--- src/hdl/sorted_table_insert_search_core_defines.svh ---
// Assertion macros shared by the sorted table core.
// Depends on nothing; included by the top level.
`ifndef SORTED_TABLE_INSERT_SEARCH_CORE_DEFINES_SVH
`define SORTED_TABLE_INSERT_SEARCH_CORE_DEFINES_SVH

// Same-cycle implication, disabled in reset.
`define STIS_ASSERT_IMPL(label, clk, rst, ante, cons) \
   label: assert property (@(posedge clk) disable iff (rst) (ante) |-> (cons)) \
      else $error("stis: implication check failed");

// Next-cycle implication, disabled in reset.
`define STIS_ASSERT_NEXT(label, clk, rst, ante, cons) \
   label: assert property (@(posedge clk) disable iff (rst) (ante) |=> (cons)) \
      else $error("stis: next-cycle check failed");

`endif

--- src/hdl/stis_pkg.sv ---
// Types and constants for the sorted table core.
// Used by the controller, the datapath and the top level.
package stis_pkg;

   localparam int DEPTH_DEFAULT = 64;
   localparam int MAX_RESULTS   = 64;
   localparam int VALUE_W       = 32;
   localparam int INDEX_W       = 6;

   typedef enum logic [1:0] {
      FUNC_CLEAR  = 2'd0,
      FUNC_INSERT = 2'd1,
      FUNC_FIND   = 2'd2,
      FUNC_LIST   = 2'd3
   } func_type;

   typedef enum logic [2:0] {
      ST_DONE      = 3'd0,
      ST_FOUND     = 3'd1,
      ST_NOT_FOUND = 3'd2,
      ST_FULL      = 3'd3,
      ST_LISTED    = 3'd4,
      ST_EMPTY     = 3'd5
   } status_type;

   typedef struct packed {
      func_type                    func;
      logic signed [VALUE_W-1:0]   value;
   } req_type;

   typedef struct packed {
      status_type                  status;
      logic [INDEX_W-1:0]          index;
      logic signed [VALUE_W-1:0]   entry_value;
      logic                        last;
   } rsp_type;

   typedef enum logic [2:0] {
      POS_HOLD  = 3'd0,
      POS_COUNT = 3'd1,
      POS_ZERO  = 3'd2,
      POS_DEC   = 3'd3,
      POS_INC   = 3'd4
   } pos_op_type;

   typedef enum logic [1:0] {
      RD_POS    = 2'd0,
      RD_POS_M1 = 2'd1,
      RD_POS_M2 = 2'd2,
      RD_POS_P1 = 2'd3
   } rd_sel_type;

   // Controller to datapath.
   typedef struct packed {
      logic        key_load;
      logic        cnt_clear;
      logic        cnt_inc;
      pos_op_type  pos_op;
      rd_sel_type  rd_sel;
      logic        wr_en;
      logic        wr_shift;     // write the entry just read, else the key
      logic        out_load;
      status_type  out_status;
      logic        out_use_pos;
      logic        out_use_data;
      logic        out_last;
   } dp_cmd_type;

   // Datapath to controller.
   typedef struct packed {
      logic cnt_zero;
      logic full;
      logic pos_zero;
      logic pos_one;
      logic scan_more;
      logic rd_gt;
      logic rd_lt;
      logic rd_eq;
      logic list_last;
   } dp_status_type;

endpackage

--- src/hdl/stis_ram.sv ---
// Generic single-clock RAM, one write port and one registered read port.
// No dependencies.
module stis_ram #(
   parameter int WIDTH = 32,
   parameter int DEPTH = 64
) (
   input  logic                     clock,
   input  logic                     wr_en,
   input  logic [$clog2(DEPTH)-1:0] wr_addr,
   input  logic [WIDTH-1:0]         wr_data,
   input  logic [$clog2(DEPTH)-1:0] rd_addr,
   output logic [WIDTH-1:0]         rd_data
);

   logic [WIDTH-1:0] mem_ff [DEPTH];
   logic [WIDTH-1:0] rd_data_ff;

   always_ff @(posedge clock) begin
      if (wr_en) begin
         mem_ff[wr_addr] <= wr_data;
      end
      rd_data_ff <= mem_ff[rd_addr];
   end

   assign rd_data = rd_data_ff;

endmodule

--- src/hdl/stis_datapath.sv ---
// Datapath of the sorted table: entry RAM, count, position, key and result register.
// Depends on stis_pkg and stis_ram.
module stis_datapath #(
   parameter int DEPTH = stis_pkg::DEPTH_DEFAULT
) (
   input  logic                               clock,
   input  logic                               reset,
   input  logic signed [stis_pkg::VALUE_W-1:0] req_value,
   input  stis_pkg::dp_cmd_type               cmd,
   output stis_pkg::dp_status_type            status,
   output stis_pkg::rsp_type                  rsp_payload
);
   import stis_pkg::*;

   localparam int AW = $clog2(DEPTH);
   localparam int CW = $clog2(DEPTH + 1);

   logic [CW-1:0]              count_ff, count_in;
   logic [CW-1:0]              pos_ff, pos_in;
   logic signed [VALUE_W-1:0]  key_ff;
   rsp_type                    out_ff;

   logic [AW-1:0]              rd_addr;
   logic [VALUE_W-1:0]         rd_data;
   logic [VALUE_W-1:0]         wr_data;
   logic signed [VALUE_W-1:0]  rd_value;
   logic                       list_cap;
   logic [31:0]                list_n;

   stis_ram #(
      .WIDTH (VALUE_W),
      .DEPTH (DEPTH)
   ) u_ram (
      .clock   (clock),
      .wr_en   (cmd.wr_en),
      .wr_addr (AW'(pos_ff)),
      .wr_data (wr_data),
      .rd_addr (rd_addr),
      .rd_data (rd_data)
   );

   assign rd_value = $signed(rd_data);
   assign wr_data  = cmd.wr_shift ? rd_data : key_ff;

   always_comb begin
      unique case (cmd.rd_sel)
         RD_POS:    rd_addr = AW'(pos_ff);
         RD_POS_M1: rd_addr = AW'(pos_ff - CW'(1));
         RD_POS_M2: rd_addr = AW'(pos_ff - CW'(2));
         RD_POS_P1: rd_addr = AW'(pos_ff + CW'(1));
      endcase
   end

   always_comb begin
      unique case (cmd.pos_op)
         POS_HOLD:  pos_in = pos_ff;
         POS_COUNT: pos_in = count_ff;
         POS_ZERO:  pos_in = '0;
         POS_DEC:   pos_in = pos_ff - CW'(1);
         POS_INC:   pos_in = pos_ff + CW'(1);
         default:   pos_in = pos_ff;
      endcase
   end

   always_comb begin
      count_in = count_ff;
      if (cmd.cnt_clear) begin
         count_in = '0;
      end else if (cmd.cnt_inc) begin
         count_in = count_ff + CW'(1);
      end
   end

   // List stops after MAX_RESULTS entries even when the table holds more.
   assign list_cap = 32'(count_ff) > 32'(MAX_RESULTS);
   assign list_n   = list_cap ? 32'(MAX_RESULTS) : 32'(count_ff);

   assign status.cnt_zero  = (count_ff == '0);
   assign status.full      = (count_ff == CW'(DEPTH));
   assign status.pos_zero  = (pos_ff == '0);
   assign status.pos_one   = (pos_ff == CW'(1));
   assign status.scan_more = ((pos_ff + CW'(1)) < count_ff);
   assign status.rd_gt     = (rd_value > key_ff);
   assign status.rd_lt     = (rd_value < key_ff);
   assign status.rd_eq     = (rd_value == key_ff);
   assign status.list_last = ((32'(pos_ff) + 32'd1) == list_n);

   always_ff @(posedge clock) begin
      if (reset) begin
         count_ff <= '0;
      end else begin
         count_ff <= count_in;
      end
      pos_ff <= pos_in;
      if (cmd.key_load) begin
         key_ff <= req_value;
      end
      if (cmd.out_load) begin
         out_ff.status      <= cmd.out_status;
         out_ff.index       <= cmd.out_use_pos ? INDEX_W'(pos_ff) : '0;
         out_ff.entry_value <= cmd.out_use_data ? rd_value : '0;
         out_ff.last        <= cmd.out_last;
      end
   end

   assign rsp_payload = out_ff;

endmodule

--- src/hdl/stis_ctrl.sv ---
// Controller of the sorted table: sequences clear, insert, find and list.
// Depends on stis_pkg; drives the datapath through dp_cmd_type.
module stis_ctrl (
   input  logic                    clock,
   input  logic                    reset,
   input  logic                    req_valid,
   output logic                    req_ready,
   input  stis_pkg::func_type      req_func,
   output logic                    rsp_valid,
   input  logic                    rsp_ready,
   input  stis_pkg::dp_status_type status,
   output stis_pkg::dp_cmd_type    cmd
);
   import stis_pkg::*;

   typedef enum logic [2:0] {
      S_IDLE,
      S_INS_START,
      S_INS_SHIFT,
      S_FIND_START,
      S_FIND_SCAN,
      S_LIST_RD,
      S_LIST_EMIT,
      S_EMIT
   } state_type;

   state_type   state_ff, state_in;
   status_type  result_ff, result_in;
   logic        rsp_valid_ff, rsp_valid_in;
   logic        accept;
   logic        out_free;

   assign req_ready = (state_ff == S_IDLE);
   assign accept    = req_valid && req_ready;
   assign out_free  = !rsp_valid_ff || rsp_ready;
   assign rsp_valid = rsp_valid_ff;

   always_comb begin
      state_in  = state_ff;
      result_in = result_ff;

      cmd              = '0;
      cmd.pos_op       = POS_HOLD;
      cmd.rd_sel       = RD_POS;
      cmd.out_status   = ST_DONE;
      cmd.key_load     = accept;

      unique case (state_ff)
         S_IDLE: begin
            if (accept) begin
               unique case (req_func)
                  FUNC_CLEAR: begin
                     cmd.cnt_clear = 1'b1;
                     result_in     = ST_DONE;
                     state_in      = S_EMIT;
                  end
                  FUNC_INSERT: begin
                     if (status.full) begin
                        result_in = ST_FULL;
                        state_in  = S_EMIT;
                     end else begin
                        cmd.pos_op = POS_COUNT;
                        state_in   = S_INS_START;
                     end
                  end
                  FUNC_FIND: begin
                     cmd.pos_op = POS_ZERO;
                     state_in   = S_FIND_START;
                  end
                  FUNC_LIST: begin
                     cmd.pos_op = POS_ZERO;
                     state_in   = status.cnt_zero ? S_EMIT : S_LIST_RD;
                     result_in  = ST_EMPTY;
                  end
               endcase
            end
         end
         S_INS_START: begin
            if (status.pos_zero) begin
               cmd.wr_en   = 1'b1;
               cmd.cnt_inc = 1'b1;
               result_in   = ST_DONE;
               state_in    = S_EMIT;
            end else begin
               cmd.rd_sel = RD_POS_M1;
               state_in   = S_INS_SHIFT;
            end
         end
         S_INS_SHIFT: begin
            // read data holds the entry just below pos
            cmd.wr_en = 1'b1;
            if (status.rd_gt) begin
               cmd.wr_shift = 1'b1;
               cmd.pos_op   = POS_DEC;
               cmd.rd_sel   = RD_POS_M2;
               if (status.pos_one) begin
                  state_in = S_INS_START;
               end
            end else begin
               cmd.cnt_inc = 1'b1;
               result_in   = ST_DONE;
               state_in    = S_EMIT;
            end
         end
         S_FIND_START: begin
            if (status.cnt_zero) begin
               result_in = ST_NOT_FOUND;
               state_in  = S_EMIT;
            end else begin
               cmd.rd_sel = RD_POS;
               state_in   = S_FIND_SCAN;
            end
         end
         S_FIND_SCAN: begin
            priority if (status.rd_lt && status.scan_more) begin
               cmd.pos_op = POS_INC;
               cmd.rd_sel = RD_POS_P1;
            end else if (status.rd_eq) begin
               result_in = ST_FOUND;
               state_in  = S_EMIT;
            end else begin
               result_in = ST_NOT_FOUND;
               state_in  = S_EMIT;
            end
         end
         S_LIST_RD: begin
            cmd.rd_sel = RD_POS;
            state_in   = S_LIST_EMIT;
         end
         S_LIST_EMIT: begin
            cmd.rd_sel = RD_POS;
            if (out_free) begin
               cmd.out_load     = 1'b1;
               cmd.out_status   = ST_LISTED;
               cmd.out_use_pos  = 1'b1;
               cmd.out_use_data = 1'b1;
               cmd.out_last     = status.list_last;
               if (status.list_last) begin
                  state_in = S_IDLE;
               end else begin
                  cmd.pos_op = POS_INC;
                  state_in   = S_LIST_RD;
               end
            end
         end
         S_EMIT: begin
            if (out_free) begin
               cmd.out_load    = 1'b1;
               cmd.out_status  = result_ff;
               cmd.out_use_pos = (result_ff == ST_FOUND);
               cmd.out_last    = 1'b1;
               state_in        = S_IDLE;
            end
         end
         default: state_in = S_IDLE;
      endcase

      if (cmd.out_load) begin
         rsp_valid_in = 1'b1;
      end else if (rsp_ready) begin
         rsp_valid_in = 1'b0;
      end else begin
         rsp_valid_in = rsp_valid_ff;
      end
   end

   always_ff @(posedge clock) begin
      if (reset) begin
         state_ff     <= S_IDLE;
         result_ff    <= ST_DONE;
         rsp_valid_ff <= 1'b0;
      end else begin
         state_ff     <= state_in;
         result_ff    <= result_in;
         rsp_valid_ff <= rsp_valid_in;
      end
   end

endmodule

--- src/hdl/sorted_table_insert_search_core.sv ---
// Sorted table of signed words with insert, find, clear and list; one
// transaction is processed at a time. Entries live in a single-port-write,
// registered-read RAM. Clear and an insert into a full table need no RAM
// access; an insert shifts each larger entry up one place in turn, a find
// scans past the smaller entries, and a list reads and emits each entry in
// turn. A result that waits on rsp_ready holds back the next result.
// Results sit in an output register, so a new transaction
// is taken while the last result waits; the entry RAM needs no clearing after
// reset. Depends on stis_pkg, stis_ctrl, stis_datapath, stis_ram and the
// assertion macro header.
`include "sorted_table_insert_search_core_defines.svh"

module sorted_table_insert_search_core #(
   parameter int DEPTH = stis_pkg::DEPTH_DEFAULT
) (
   input  logic              clock,
   input  logic              reset,
   input  logic              req_valid,
   output logic              req_ready,
   input  stis_pkg::req_type req_payload,
   output logic              rsp_valid,
   input  logic              rsp_ready,
   output stis_pkg::rsp_type rsp_payload
);
   import stis_pkg::*;

   dp_cmd_type    cmd;
   dp_status_type status;
   logic          rsp_not_listed;
   logic          rsp_plain;
   logic          rsp_fields_zero;

   stis_ctrl u_ctrl (
      .clock     (clock),
      .reset     (reset),
      .req_valid (req_valid),
      .req_ready (req_ready),
      .req_func  (req_payload.func),
      .rsp_valid (rsp_valid),
      .rsp_ready (rsp_ready),
      .status    (status),
      .cmd       (cmd)
   );

   stis_datapath #(
      .DEPTH (DEPTH)
   ) u_datapath (
      .clock       (clock),
      .reset       (reset),
      .req_value   (req_payload.value),
      .cmd         (cmd),
      .status      (status),
      .rsp_payload (rsp_payload)
   );

   assign rsp_not_listed  = rsp_valid && (rsp_payload.status != ST_LISTED);
   assign rsp_plain       = rsp_not_listed && (rsp_payload.status != ST_FOUND);
   assign rsp_fields_zero = (rsp_payload.index == '0) && (rsp_payload.entry_value == '0);

   `STIS_ASSERT_NEXT(a_busy_after_accept, clock, reset, req_valid && req_ready, !req_ready)
   `STIS_ASSERT_IMPL(a_no_grow_when_full, clock, reset, cmd.cnt_inc, !status.full)
   `STIS_ASSERT_IMPL(a_single_result_last, clock, reset, rsp_not_listed, rsp_payload.last)
   `STIS_ASSERT_IMPL(a_zero_fields, clock, reset, rsp_plain, rsp_fields_zero)

endmodule
--- config.mk ---
export PLATFORM = sky130hd
export DESIGN_NAME = sorted_table_insert_search_core
export DESIGN_NICKNAME = d
export VERILOG_FILES = /design/src/hdl/stis_pkg.sv /design/src/hdl/stis_ram.sv /design/src/hdl/stis_datapath.sv /design/src/hdl/stis_ctrl.sv /design/src/hdl/sorted_table_insert_search_core.sv
export VERILOG_INCLUDE_DIRS = /design/src /design/src/hdl
export SDC_FILE = /design/constraint.sdc
export NUM_CORES = 2
export LEC_CHECK = 0
export BUFFER_PORTS_ARGS = -buffer_cell sky130_fd_sc_hd__clkbuf_2
export CORE_MARGIN = 1
export CORE_UTILIZATION = 40
export DETAILED_ROUTE_END_ITERATION = 6
export PLACE_DENSITY = 0.65
export SLEW_MARGIN = 20
export SYNTH_ARGS = -nofsm -noshare
export SYNTH_HDL_FRONTEND = slang
export SYNTH_SLANG_ARGS = --single-unit
--- constraint.sdc ---
create_clock -name clock -period 5.75 [get_ports clock]
set_input_delay 0 -clock clock [delete_from_list [all_inputs] [get_ports clock]]
set_output_delay 0 -clock clock [all_outputs]
set_load 0.02 [all_outputs]
* Word level (Yosys, flattened, before mapping)
Memory sizes are Yosys's and may differ from the RTL's. A register that Yosys moved wholly into a read port is not among the register bits.
Cells that the tools add are included.
** Operators by class
- Mux-type cells :: 55
- Eq/ne operators :: 32
- Magnitude comparators :: 4
- Add/subtract/negate cells :: 5
- Reductions and logical operators :: 16
** Operators by type and width (number)
- $eq 32x32->1 :: 2
- $mux 3 :: 18
- $gt 32x32->1 :: 1
- $lt 32x32->1 :: 1
- $mux 32 :: 1
- $pmux 7 s4 :: 1
- $pmux 3 s4 :: 2
- $pmux 3 s8 :: 1
- $pmux 6 s4 :: 1
- $eq 3x3->1 const B :: 5
- $mux 1 :: 15
- $pmux 3 s5 :: 1
- $add 7x1->7 const B :: 2
- $logic_not 7->1 :: 2
- $mux 7 :: 2
- $eq 3x2->1 const B :: 4
- $mux 5 :: 2
- $pmux 5 s2 :: 1
- $eq 3x1->1 const B :: 3
- $pmux 3 s3 :: 1
- $add 7x1->8 const B :: 1
- $eq 2x2->1 const B :: 4
- $ne 2x2->1 const B :: 4
- $reduce_and 8->1 :: 1
- other kinds (25) :: 36
** Word-level totals
- Bits in writable memories :: 2048
- Word-level logic and storage cells :: 123
- Memories kept :: 1
- Register bits after elaboration :: 95
- Output and inout bits :: 44
- Input bits :: 38
** Memories
- u_datapath.u_ram.mem_ff :: depth 64, bits a word 32, rd ports 1, clocked after memory_dff 1, write ports 1, line stis_ram.sv:15 : logic [WIDTH-1:0] mem_ff [DEPTH];

* Logic depth before layout (Yosys ltp)
- Depth in word-level cells :: 8
- Depth in mapped cells :: 21
- Depth with buffers taken out :: 16

* Hierarchy
Synthesis repeated with hierarchy kept, for this count alone.
** Second synthesis, totals
- Cells, all modules :: 3943
- Area, all modules :: 84449.7 um^2
** Modules (own cells, without submodules)
- stis_ram :: seq. area each 62139.6 um^2, cells an instance 3324, instances 1, area an instance 78515.3 um^2
- stis_datapath :: seq. area each 2572.5 um^2, cells an instance 510, instances 1, area an instance 5139.9 um^2
- stis_ctrl :: seq. area each 140.1 um^2, cells an instance 109, instances 1, area an instance 794.5 um^2

* Worst setup path before layout
Ideal clock, no wire load.
- Kind :: register to register
- Start :: reg u_datapath.key_ff[31]
- End :: mem u_datapath.u_ram.mem_ff[0][31] (data pin)
- Clock period less this slack :: 5429 ps
- Setup time :: 702 ps
- Data arrival time :: 4727 ps
- Data required time :: 5048 ps
- Path buffers :: 2
- Setup slack :: 321 ps
- Stages on the path, launching flop included :: 12
- Path through :: edfxtp_1 inv_1 ha_1 nand4_1 nor3_2 nand3_1 or3_1 nand3_1 nor2_2 clkbuf_1 buf_1 o21ai_0
** Between the ends
- Longest elaborated chain between the ends :: 4
** Ends and longest elaborated chain
- start: declaration :: line stis_datapath.sv:20 : logic signed [VALUE_W-1:0] key_ff;
- start signal: assignment :: line stis_datapath.sv:96 : key_ff <= req_value;
- $gt 32x32->1 :: line stis_datapath.sv:83 : assign status.rd_gt = (rd_value > key_ff);
- $mux 1 :: line stis_ctrl.sv:92 : if (status.rd_gt) begin
- $mux 1 :: line stis_ctrl.sv:48 : unique case (state_ff)
- $mux 32 * :: line stis_datapath.sv:43 : assign wr_data = cmd.wr_shift ? rd_data : key_ff;
- named net u_datapath.u_ram.wr_data[31] :: line stis_ram.sv:10 : input logic [WIDTH-1:0] wr_data,
- end: declaration :: line stis_ram.sv:15
The timed path passes the listed nets; every way through them passes the cells marked *.

* Final worst setup path
- Start :: reg u_datapath.pos_ff[1]
- End :: reg u_datapath.u_ram.rd_data_ff[27] (netlist: u_datapath.u_ram.rd_data[27]), read port of u_datapath.u_ram.mem_ff
** Between the ends
- Longest elaborated chain between the ends :: 7
- Elaborated cells between the ends (all ways) :: 14
- Those cells by class :: add/sub: 3; order compare: 1; eq/ne: 3; mux: 4; reduce/logical: 3
** Ends and longest elaborated chain
- start: declaration :: line stis_datapath.sv:19 : logic [CW-1:0] pos_ff, pos_in;
- start signal: assignment :: line stis_datapath.sv:94 : pos_ff <= pos_in;
- $add 7x1->7 :: line stis_datapath.sv:50 : RD_POS_P1: rd_addr = AW'(pos_ff + CW'(1));
- $lt 7x7->1 :: line stis_datapath.sv:82 : assign status.scan_more = ((pos_ff + CW'(1)) < count_ff);
- $logic_and 1x1->1 :: line stis_ctrl.sv:115 : priority if (status.rd_lt && status.scan_more) begin
- $mux 5 :: line stis_ctrl.sv:115
- $pmux 2 s3 :: line stis_ctrl.sv:48
- $eq 2x2->1 (tied with other cells) :: line stis_datapath.sv:46 : unique case (cmd.rd_sel)
- $pmux 6 s4 * :: line stis_datapath.sv:46
- end: declaration :: line stis_ram.sv:16 : logic [WIDTH-1:0] rd_data_ff;
Mark *: on every way between the ends. The rest lies on a longest branch, timed or not.
A chain may end at the register's enable or synchronous reset.

==> results.txt <==
The flow ran to the end, but the final reports show violations. The final reports fail on DRC. In this run the most used layer during global routing was met2. STA classifies the critical path endpoint as a register. The number of DRC markers in iteration 0 came out at 6,275. The clock arrives with 34.0 ps of skew. The number of top-level pins is ~80. The hold path depth is 4. The CTS H-tree depth is 4.

The final layout contains about 6,000 nets. Setup repair after global routing could not meet its margin everywhere. The number of storage elements in the synthesis netlist is 2,175. The final design utilization is 0.470.

The count of warnings emitted by yosys is 0. The path class of the lowest-slack min-delay path is in2reg. The synthesized instance count came out at 5,549. The filler cell count came out at 18,000. The largest net degree at the start of global routing came out at 98. The max-slew violation total from the final report is 0. The final RePlAce weighted congestion came out at 0.896. The number of endpoints failing setup at the final stage is 0.

The worst endpoint data arrival time is 6340 ps. The fraction of registers with async set or reset after synthesis is 0. The count of vias placed by the detailed router came out at 50,900. The number of nets handed over by synthesis was roughly 5,600. Among all stages on the critical path, the largest delay is contributed by and2_1. The worst slew margin relative to its limit is 0.209. In the final layout, the share of cells above drive strength 1 is 0.165. Global routing finished with a remaining overflow of 0. The portion of synthesized cell area occupied by the leading cell type is 0.739. Across the run, the number of max-cap violations was 0. The xor and xnor fraction of the mapped netlist area came out at 0.00253. The final total negative setup slack came out at 0 ps.

The global-route wire length before repair came out at between 300,000 and 400,000 microns. For this block, the routed nets add up to 234,000 microns of wire. Clock tree synthesis selected as its root buffer the cell clkbuf_16. The reg-to-reg endpoint is u_datapath.u_ram.rd_data[27].

The critical path in this run is classified as reg2reg. The post-synthesis sequential area ratio came out at 0.750. In this run the register-to-register setup slack is 130 ps. The transition time at the pin with the least slew margin came out at 1180 ps. The highest net fanout along the worst path is 37. In this run the core area contains 170 standard-cell rows. The beginning of the worst register-to-register path is u_datapath.pos_ff[1].

The later-pin clock latency in the skew report is 860 ps. By instance count, the cell type seen most on the critical path is buf_4. The critical path goes through ha_1, nand2_1, xor2_1, inv_1, ha_1, o2111ai_1, a21oi_1, a2111oi_2, buf_4, and2_1, buf_4, a211oi_2, o22ai_4, buf_12, buf_12, and2_1, buf_4, a221oi_2, o221ai_1. The depth of the most critical reg-to-reg path came out at 19. The count of input and output buffers came out at 81.

The largest total area in the synthesized netlist belongs to edfxtp_1. The clock slew seen by the registers of the worst setup and hold paths came out at roughly 60 ps. For met2 alone, demand over resource in global routing was 0.334. Measured against the total synthesized area, the mux share comes to 0.0853. The initial antenna violation count came out at 7. Once placement completed, the tool counted placed cells totaling roughly 8,500. Compared with the post-synthesis result, the final layout area differs by 16.8%. The average size of a mapped cell came out at 15.6 sq um.

The number of synthesized flops with an enable pin is 2,129. The upper clock frequency limit is approximately 180 MHz. TritonCTS built the clock tree.

Summing every instance area after synthesis gives 86,500 sq um. The share of the synthesized area in compound gates (AO/OA/AOI/OAI) is 0.0497. Once detail routing completed, the nets flagged for antenna violations numbered 0. The width of the die is 467 microns. Among all flip-flop cells after synthesis, the most frequent one is edfxtp_1. The starting utilization of the core area is 0.403. Across all hold checks on the routed design, the worst slack comes to ~160 ps. The met1 capacity usage during global routing is 0.294. The die is around 470 microns tall. The hold path startpoint is rsp_ready. The sink count of the clock tree came out at 2,175. The adder-cell area share of the yosys netlist came out at 0.00694.

The share of the clock period used by the worst path after layout came out at 0.978. The maximum count of clock buffers along a single path came out at 3. The worst setup path is launched from a register. The area of the core is roughly 210,000 sq um. By area the synthesized netlist is led by edfxtp_1 74%, mux2i_1 5.2%, nand2_1 4.5%, mux4_2 3.3%, nand3_1 2.0%. The total CTS buffers is about 210. After synthesis, the largest family of logic cells by area is simple AND/OR/NAND/NOR gates. The count of different cell masters after synthesis came out at 68. The smallest clock period supported by the final layout is computed as between 5000 and 6000 ps. The final hold violation count came to 0. Of the total synthesized cell area, the portion taken by AND, OR, NAND and NOR gates is 0.0858.

Once detailed placement completed, the half-perimeter wirelength came to ~140,000 microns. The peak per-stage delay on the critical path is 830 ps. The average detailed-routed wire length per instance is roughly 26 microns. The overall fraction of global-route tracks in use came out at 0.211.

The via-per-instance ratio is 5.70. The floorplan die area is 218,000 sq um. The number of detailed-route iterations in the first pass is 7. In the routed design, unresolved DRC markers number 3. The met3 track demand over resource in global routing came out at 0.0297. The number of global-route vias before repair is 49,200.

The count of non-filler cells in the finished layout is 8,931. The path with the worst hold slack has its endpoint at u_ctrl.rsp_valid. STA puts the critical path data required time at 6460 ps.
-- metrics by stage --
step	area, sq um	setup WS [ps]
3_5_place_dp	93100	-275
4_1_cts	101000	18.0
3_3_place_gp	93100	-264
5_1_grt	101000	-12.1
6_report	101000	125
2_1_floorplan	86500	321
-- layout by cell type (no fill, tap or decap), types with 51 or more instances in the layout --
cell	count
and3_1	166
edfxtp_1	2129
nand2_1	1039
a21oi_1	97
a31oi_1	70
mux4_2	128
dlygate4sd3_1	77
buf_12	58
nor2_4	68
clkbuf_2	81
nand3_1	339
a311oi_1	64
clkbuf_16	214
mux2i_1	448
buf_4	273
inv_1	53
clkinv_1	51
o22ai_1	66
o21ai_0	85
a221oi_1	67
-- cells in the mapped netlist (70+ instances only) --
cell      count
edfxtp_1   2129
nand2_1    1039
mux2i_1     449
nand3_1     341
clkbuf_1    230
and3_1      166
mux4_2      128
o21ai_0     117
nor2_1      101
a21oi_1      97
buf_2        91
a221oi_1     89
a31oi_1      70
-- critical path: cells and delay by family (launching register included) --
| kind | cells | cell delay (ps) |
|---|---|---|
| buffers and inverters | 6 | 1350 |
| AO/OA/AOI/OAI | 7 | 1460 |
| XOR/XNOR | 1 | 240 |
| flip-flops | 1 | 510 |
| AND/OR/NAND/NOR | 3 | 1300 |
| adder cells (fa/ha/maj) | 2 | 610 |
-- sequential cells by signal (all words and copies together) (netlist names) --
signal / cells
u_ctrl.result_ff: 3
u_ctrl.rsp_valid: 1
u_ctrl.state_ff: 3
u_datapath.count_ff: 7
u_datapath.key_ff: 32
u_datapath.pos_ff: 7
u_datapath.rsp_payload: 42
u_datapath.u_ram.mem_ff: 2048
u_datapath.u_ram.rd_data: 32
-- how the worst max path moves through the flow --
stage	to	depth (start not counted)	slack [ps]	start
3_3_place_gp	u_datapath.u_ram.rd_data[26]	19	-260	u_datapath.pos_ff[1]
6_report	u_datapath.u_ram.rd_data[27]	19	130	u_datapath.pos_ff[1]
4_1_cts	u_datapath.u_ram.rd_data[18]	19	20	u_datapath.pos_ff[1]
3_5_place_dp	u_datapath.u_ram.rd_data[26]	19	-270	u_datapath.pos_ff[1]
5_1_grt	u_datapath.u_ram.rd_data[25]	19	-10	u_datapath.pos_ff[1]
2_1_floorplan	u_datapath.u_ram.mem_ff[0][31]	11	320	u_datapath.key_ff[31]
-- layout make-up --
class / instances / area [sq um] / share of cell area
timing repair buffer: 494 / 4520 / 0.0448
tap: 2838 / 3550 / 0.0351
sequential: 2175 / 64900 / 0.642
inverter: 54 / 203 / 0.00201
antenna: 8 / 20.0 / 0.000198
clock inverter: 130 / 1230 / 0.0121
clock buffer: 259 / 5590 / 0.0554
multi-input combinational: 2973 / 21100 / 0.209
-- routing by layer --
layer	vias to the layer above	part of all wire
met4	0	0.039
met1	26000	0.41
met5	-	0
met3	392	0.085
li1	22100	-
met2	2366	0.47
-- cells by family (layout without fill, tap and decap cells) --
family | Yosys count | in the layout
flops | 2175 | 2175
simple gates | 1706 | 1706
compound gates | 617 | 617
mux | 577 | 577
buf+inv | 401 | 937
fa+ha+maj | 48 | 48
xor+xnor | 25 | 25
other cells | 0 | 8
-- timing repair --
action / CTS / global route
hold buffers: 77 / 0
setup buffers: 0 / 2
endpoints found under the hold margin: 69 / 0
pin swaps: 0 / 2
gates resized for setup: 8 / 24
endpoints found under the setup margin: 8 / 25
Power is not shown: default switching activity piles up to over one toggle a cycle in this logic, so the estimate is an artifact.
